<file path="config.mk">
export PLATFORM = sky130hd
export DESIGN_NAME = modular_inverse_core
export DESIGN_NICKNAME = d
export VERILOG_FILES = /design/src/design/mi_pkg.sv /design/src/design/mi_datapath.sv /design/src/design/mi_controller.sv /design/src/design/modular_inverse_core.sv
export VERILOG_INCLUDE_DIRS = /design/src /design/src/design
export SDC_FILE = /design/constraint.sdc
export NUM_CORES = 1
export LEC_CHECK = 0
export BUFFER_PORTS_ARGS = -buffer_cell sky130_fd_sc_hd__buf_2
export CAP_MARGIN = 40
export CORE_AREA = 8 8 227 163
export CTS_CLUSTER_SIZE = 8
export DETAILED_ROUTE_END_ITERATION = 12
export DIE_AREA = 0 0 235 171
export PLACE_DENSITY = 0.91
export SLEW_MARGIN = 40
export SYNTH_ARGS = -nofsm -noshare
export SYNTH_HDL_FRONTEND = slang
export SYNTH_SLANG_ARGS = --single-unit
</file>
<file path="constraint.sdc">
create_clock -name aclk -period 10.9 [get_ports aclk]
set_clock_uncertainty 0.15 [all_clocks]
set_input_delay 2.18 -clock aclk [delete_from_list [all_inputs] [get_ports aclk]]
set_output_delay 2.18 -clock aclk [all_outputs]
set_load 0.005 [all_outputs]
</file>
<file path="src/design/assert_macros.svh">
// ----------------------------------------------------------------------------
// assert_macros
// assertion helpers used by mi_controller
// ----------------------------------------------------------------------------
`ifndef ASSERT_MACROS_SVH
`define ASSERT_MACROS_SVH

// same-cycle implication, checked on aclk, off during reset
`define MI_ASSERT_IMPL(lbl, ante, cons) \
    lbl: assert property (@(posedge aclk) disable iff (!aresetn) (ante) |-> (cons)) \
        else $error("implication check failed");

// next-cycle implication, checked on aclk, off during reset
`define MI_ASSERT_NEXT(lbl, ante, cons) \
    lbl: assert property (@(posedge aclk) disable iff (!aresetn) (ante) |=> (cons)) \
        else $error("next-cycle check failed");

`endif

</file>
<file path="src/design/mi_pkg.sv">
// ----------------------------------------------------------------------------
// mi_pkg
// Shared types and constants of the modular inverse core: field width,
// default datapath width, controller states and the command/status bundles.
// ----------------------------------------------------------------------------
package mi_pkg;

    localparam int FIELD_BITS    = 32;
    localparam int WORD_BITS_DEF = 32;

    typedef enum logic [4:0] {
        ST_IDLE   = 5'b00001,
        ST_CHECK  = 5'b00010,
        ST_DIV    = 5'b00100,
        ST_UPDATE = 5'b01000,
        ST_FINAL  = 5'b10000
    } state_t;

    typedef struct packed {
        logic load;
        logic div_start;
        logic div_step;
        logic update;
        logic finish;
    } cmd_t;

    typedef struct packed {
        logic nr_zero;
        logic m_lt2;
        logic div_last;
    } status_t;

endpackage

</file>
<file path="src/design/mi_datapath.sv">
// ----------------------------------------------------------------------------
// mi_datapath
// Euclid registers, bit-serial restoring divider with shift-add coefficient
// accumulation, final sign correction and the result register.
// ----------------------------------------------------------------------------
module mi_datapath #(
    parameter int WORD_BITS = mi_pkg::WORD_BITS_DEF
) (
    input  logic                          aclk,
    input  logic [mi_pkg::FIELD_BITS-1:0] value,
    input  logic [mi_pkg::FIELD_BITS-1:0] modulus,
    input  mi_pkg::cmd_t                  cmd,
    output mi_pkg::status_t               sts,
    output logic [mi_pkg::FIELD_BITS-1:0] inverse,
    output logic                          invertible
);

    localparam int CNT_BITS = $clog2(WORD_BITS);

    logic [WORD_BITS-1:0] m_reg, r_reg, nr_reg, t_reg, nt_reg;
    logic                 t_neg_reg, nt_neg_reg;
    logic [WORD_BITS-1:0] rem_reg, dvd_reg, acc_reg;
    logic [CNT_BITS-1:0]  cnt_reg;
    logic [mi_pkg::FIELD_BITS-1:0] inverse_reg;
    logic                 invertible_reg;

    logic [WORD_BITS:0]   rem_shift, rem_sub;
    logic                 q_bit;
    logic [WORD_BITS-1:0] rem_next, acc_next;
    logic [WORD_BITS-1:0] t_red, inv_w;
    logic                 ok;

    // one quotient bit per cycle
    always_comb begin
        rem_shift = {rem_reg, dvd_reg[WORD_BITS-1]};
        rem_sub   = rem_shift - {1'b0, nr_reg};
        q_bit     = ~rem_sub[WORD_BITS];
        rem_next  = q_bit ? rem_sub[WORD_BITS-1:0] : rem_shift[WORD_BITS-1:0];
        acc_next  = {acc_reg[WORD_BITS-2:0], 1'b0} + (q_bit ? nt_reg : '0);
    end

    // final reduction, sign fix and invertibility check
    always_comb begin
        t_red = (t_reg >= m_reg) ? (t_reg - m_reg) : t_reg;
        inv_w = (t_neg_reg && (t_red != '0)) ? (m_reg - t_red) : t_red;
        ok    = !sts.m_lt2 && (r_reg == WORD_BITS'(1));
    end

    assign sts.nr_zero  = (nr_reg == '0);
    assign sts.m_lt2    = (m_reg[WORD_BITS-1:1] == '0);
    assign sts.div_last = (cnt_reg == '0);

    always_ff @(posedge aclk) begin
        if (cmd.load) begin
            m_reg      <= WORD_BITS'(modulus);
            r_reg      <= WORD_BITS'(modulus);
            nr_reg     <= WORD_BITS'(value);
            t_reg      <= '0;
            nt_reg     <= WORD_BITS'(1);
            t_neg_reg  <= 1'b0;
            nt_neg_reg <= 1'b0;
        end
        if (cmd.div_start) begin
            rem_reg <= '0;
            dvd_reg <= r_reg;
            acc_reg <= '0;
            cnt_reg <= CNT_BITS'(WORD_BITS - 1);
        end
        if (cmd.div_step) begin
            rem_reg <= rem_next;
            dvd_reg <= {dvd_reg[WORD_BITS-2:0], 1'b0};
            acc_reg <= acc_next;
            cnt_reg <= cnt_reg - CNT_BITS'(1);
        end
        if (cmd.update) begin
            t_reg      <= nt_reg;
            t_neg_reg  <= nt_neg_reg;
            nt_reg     <= t_reg + acc_reg;
            nt_neg_reg <= ~nt_neg_reg;
            r_reg      <= nr_reg;
            nr_reg     <= rem_reg;
        end
        if (cmd.finish) begin
            inverse_reg    <= ok ? mi_pkg::FIELD_BITS'(inv_w) : '0;
            invertible_reg <= ok;
        end
    end

    assign inverse    = inverse_reg;
    assign invertible = invertible_reg;

endmodule

</file>
<file path="src/design/mi_controller.sv">
// ----------------------------------------------------------------------------
// mi_controller
// Sequencer for the Euclid loop: accepts a beat, steps the divider, applies
// each iteration and hands the result to the output register.
// ----------------------------------------------------------------------------
`include "assert_macros.svh"

module mi_controller (
    input  logic            aclk,
    input  logic            aresetn,
    input  logic            s_valid,
    output logic            s_ready,
    output logic            m_valid,
    input  logic            m_ready,
    input  mi_pkg::status_t sts,
    output mi_pkg::cmd_t    cmd
);

    mi_pkg::state_t state_reg, state_next;
    logic           out_valid_reg, out_valid_next;

    assign s_ready = (state_reg == mi_pkg::ST_IDLE);
    assign m_valid = out_valid_reg;

    always_comb begin
        state_next     = state_reg;
        cmd            = '0;
        out_valid_next = out_valid_reg;
        if (out_valid_reg && m_ready) begin
            out_valid_next = 1'b0;
        end
        case (state_reg)
            mi_pkg::ST_IDLE: begin
                if (s_valid) begin
                    cmd.load   = 1'b1;
                    state_next = mi_pkg::ST_CHECK;
                end
            end
            mi_pkg::ST_CHECK: begin
                if (sts.m_lt2 || sts.nr_zero) begin
                    state_next = mi_pkg::ST_FINAL;
                end else begin
                    cmd.div_start = 1'b1;
                    state_next    = mi_pkg::ST_DIV;
                end
            end
            mi_pkg::ST_DIV: begin
                cmd.div_step = 1'b1;
                if (sts.div_last) begin
                    state_next = mi_pkg::ST_UPDATE;
                end
            end
            mi_pkg::ST_UPDATE: begin
                cmd.update = 1'b1;
                state_next = mi_pkg::ST_CHECK;
            end
            mi_pkg::ST_FINAL: begin
                if (!out_valid_reg || m_ready) begin
                    cmd.finish     = 1'b1;
                    out_valid_next = 1'b1;
                    state_next     = mi_pkg::ST_IDLE;
                end
            end
            default: begin
                state_next = mi_pkg::ST_IDLE;
            end
        endcase
    end

    always_ff @(posedge aclk) begin
        if (!aresetn) begin
            state_reg     <= mi_pkg::ST_IDLE;
            out_valid_reg <= 1'b0;
        end else begin
            state_reg     <= state_next;
            out_valid_reg <= out_valid_next;
        end
    end

    `MI_ASSERT_NEXT(a_accept_starts_check, s_valid && s_ready, state_reg == mi_pkg::ST_CHECK)
    `MI_ASSERT_IMPL(a_finish_has_room, cmd.finish, !out_valid_reg || m_ready)
    `MI_ASSERT_NEXT(a_div_ends_in_update, cmd.div_step && sts.div_last, cmd.update)

endmodule

</file>
<file path="src/design/modular_inverse_core.sv">
// ----------------------------------------------------------------------------
// modular_inverse_core
// Modular inverse by the extended Euclidean algorithm.
//
// Input channel s_*: one beat carries s_value and s_modulus. Result channel
// m_*: one beat per input, m_inverse in 0 .. modulus-1 and m_invertible set
// when the gcd is one; a modulus below two, a zero value or a common factor
// give inverse 0 with the flag clear.
// Each Euclid iteration runs a bit-serial restoring divider, one quotient bit
// per cycle, that also accumulates quotient times coefficient; an iteration
// passes through ST_CHECK, ST_DIV and ST_UPDATE. The number of iterations k
// is at most about 1.44 * WORD_BITS, typically about 0.6 * WORD_BITS for
// random operands.
// One item is in work at a time; s_ready is high only while the sequencer is
// idle. A finished result waits in the output register, so the next beat may
// be accepted while the receiver stalls; that item's result is held back until
// the previous one has been taken.
// Reset (aresetn, synchronous, active low) drops any item in work and clears
// m_valid.
// ----------------------------------------------------------------------------
module modular_inverse_core #(
    parameter int WORD_BITS = mi_pkg::WORD_BITS_DEF
) (
    input  logic                          aclk,
    input  logic                          aresetn,
    input  logic                          s_valid,
    output logic                          s_ready,
    input  logic [mi_pkg::FIELD_BITS-1:0] s_value,
    input  logic [mi_pkg::FIELD_BITS-1:0] s_modulus,
    output logic                          m_valid,
    input  logic                          m_ready,
    output logic [mi_pkg::FIELD_BITS-1:0] m_inverse,
    output logic                          m_invertible
);

    mi_pkg::cmd_t    cmd;
    mi_pkg::status_t sts;

    mi_controller u_ctrl (
        .aclk    (aclk),
        .aresetn (aresetn),
        .s_valid (s_valid),
        .s_ready (s_ready),
        .m_valid (m_valid),
        .m_ready (m_ready),
        .sts     (sts),
        .cmd     (cmd)
    );

    mi_datapath #(
        .WORD_BITS (WORD_BITS)
    ) u_dp (
        .aclk       (aclk),
        .value      (s_value),
        .modulus    (s_modulus),
        .cmd        (cmd),
        .sts        (sts),
        .inverse    (m_inverse),
        .invertible (m_invertible)
    );

endmodule
</file>
==> reports/metrics.cfg <==
[cts]
ctsHoldBuffers = 0
cts_buffers = 43
cts_tree = built
clk_pin_slew_worst_paths_ns = 0.06
cts_setup_buffers = 0
clockBufferDepth = 3
h-tree-depth = 2
clock_latency_ns = 0.55
clkSinkCount = 302
cts_resized = 0
cts-root-buf = clkbuf_16

[worst_setup_path]
crit_fanout = 21
critPathLaunchType = register
cp_num_buf_inv = 1
worstSetupPathType = register to register
cpPeakStageDelay_ns = 0.67
cp.required_ns = 11.04
cp.arrival_ns = 9.36
crit_slowest_cell = a21boi_0
critPathCaptureType = register
critPathTopFamily = compound AO/OA/AOI/OAI gates
r2r_setup_slack_ns = 1.68

[power]
power_leakage_nw = 9.301
finalPower_mw = 3.619
peakVddDrop_mv = 0.1386
powerDensity_nw_per_um2 = 158.3

[cells_and_area]
seq_area_um2 = 8999
drive_gt1_share_pct = 10.59
fin_nets = 2458
stdcell_area_um2 = 22870
finalCoreUtilization_pct = 68.70
multiInputGateArea_um2 = 10990
n_fill_cell = 2353
syn_to_final_growth_pct = 10.03

[synth]
yosysWarnings = 0
ys_async_sr_fraction_pct = 0
yosysTopAreaCell = edfxtp_1
ys_top_cells_by_count = edfxtp_1 (295), nand2_1 (266), nor2_1 (155)
ys_ff_latch = 302
ys_seq_area_share_pct = 43.30
yosys-top-cells-area = edfxtp_1 (43%), ha_1 (8.4%), nand2_1 (4.8%)
avgSynthCellArea_um2 = 9.608
yosysMostFrequentCell = edfxtp_1
syn_nets = 2375
synth-main-ff-cell = edfxtp_1
yosysTopAreaCellShare_pct = 42.63
synth_area_um2 = 20780
synth_cell_type_count = 107
synth-edff-count = 295
synthCells = 2163

[detailed_routing]
wl_um = 60650
vias_per_cell = 6.659
drt-initial-drc-count = 2770
num_vias = 18000
drcViolationCount = 0
routedWlPerCell_um = 22.44
firstDrtPassIters = 7
ant_nets = 0

[floorplan]
top_level_ports = 103
rows = 56
initial_core_util_pct = 62.44
die_area_um2 = 40190
fp.coreArea_um2 = 33280
dieHeight_um = 171
die-width_um = 235

[timing]
setup_viol = 0
max_freq_ghz = 0.1085
tightest_slew_ns = 0.9416
final.setup.tns_ns = 0
relSlewSlack_pct = 36.94
min_period_over_period_pct = 84.59
finalHoldViolations = 0
final-max-slew-violation-count = 0
fin_crit_ns = 9.220
rsz0062_at_grt = false

[hold_path]
hold_path.class = register to register

[flow_run]
drv_cap = 0

[global_routing]
grt_pass1_wl_um = 92740
grt_start_max_net_pins = 90
gr-total-overflow = 0
grt_pass1_vias = 16750
grt_use_total_pct = 28.89
antenna_found_initial = 1

[outcome]
status = complete, no violations

[placed_design]
hpwl_um = 44430
place_area_um2 = 21610
port_buffers = 102
place.gp.congestion = 0.9681

==> cell families (layout without fill, tap and decap cells) <==
logic type	after synthesis	count (layout)	synth area share (%)
AO/OA/AOI/OAI	561	561	18.23
buffers and inverters	205	309	4.112
AND/OR/NAND/NOR	794	794	18.68
flip-flops	302	302	43.30
multiplexers	15	15	0.7345
other	0	1	0
XOR/XNOR	128	128	5.395
adder cells (fa/ha/maj)	158	158	9.555
==> final cells by class <==
| class | instances | share of cell area, % |
|---|---|---|
| multi-input combinational | 1656 | 48.08 |
| sequential | 302 | 39.35 |
| clock buffer | 64 | 5.144 |
| timing repair buffer | 116 | 2.834 |
| tap | 435 | 2.380 |
| inverter | 127 | 2.085 |
| clock inverter | 2 | 0.1094 |
| antenna | 1 | 0.01094 |
==> path summary, 6_finish.rpt <==
path,startpoint,to,depth (start not counted)
hold / removal,u_dp.r_reg[0],u_dp.dvd_reg[0],2
setup / recovery,u_dp.dvd_reg[31],u_dp.acc_reg[31],38
setup reg to reg,u_dp.dvd_reg[31],u_dp.acc_reg[31],38
hold reg to reg,u_dp.r_reg[0],u_dp.dvd_reg[0],2
==> tightest hold or removal path, stage by stage, from the launching register on <==
cell and delay [ns]:
edfxtp_1 0.34, mux2i_1 0.07, nor2_1 0.08
==> cells in the final DEF (no fill, tap or decap), drive strengths merged, types with 10 or more instances in the layout <==
cell type / Yosys / routed
a31oi: 16 / 16
o31ai: 12 / 12
nand2b: 14 / 14
a21boi: 17 / 17
or2: 10 / 10
o21ai: 136 / 136
or3: 19 / 19
a21oi: 129 / 129
xnor2: 93 / 93
o21a: 18 / 18
buf: 18 / 115
nor2b: 17 / 17
nor3: 52 / 52
inv: 126 / 127
ha: 139 / 139
clkbuf: 59 / 65
maj3: 14 / 14
xor2: 35 / 35
o211ai: 17 / 17
o21bai: 24 / 24
nor4: 30 / 30
and2: 76 / 76
nor2: 157 / 157
and3: 26 / 26
nand2: 267 / 267
a22o: 32 / 32
nand4: 26 / 26
a211oi: 24 / 24
a21o: 51 / 51
nand3: 67 / 67
edfxtp: 295 / 295
mux2i: 13 / 13
==> power by group <==
group          switching [mW]  total, mW  internal (mW)
combinational           0.594      0.974          0.380
sequential             0.0680       1.42           1.35
clock                   0.495       1.23          0.735
==> routing by layer <==
| layer | GRT usage (%) | vias to the layer above | wire [µm] |
|---|---|---|---|
| li1 | - | 8123 | - |
| met1 | 42.12 | 8473 | 25090 |
| met2 | 40.16 | 1254 | 24410 |
| met3 | 9.177 | 150 | 9376 |
| met4 | 9.362 | 0 | 1777 |
| met5 | 0 | - | 0 |
==> through the flow <==
stage / std cells / setup WS (ns) / hold slack [ns]
detailed placement: 2635 / 2.062 / 0.3642
global route: 2702 / 1.092 / 0.4099
floorplan: 2163 / 2.180 / 0.3108
global placement: 2635 / 2.354 / 0.3258
CTS: 2701 / 1.996 / 0.3659
finish: 2703 / 1.680 / 0.3629
(Power assumes the default switching activity.)
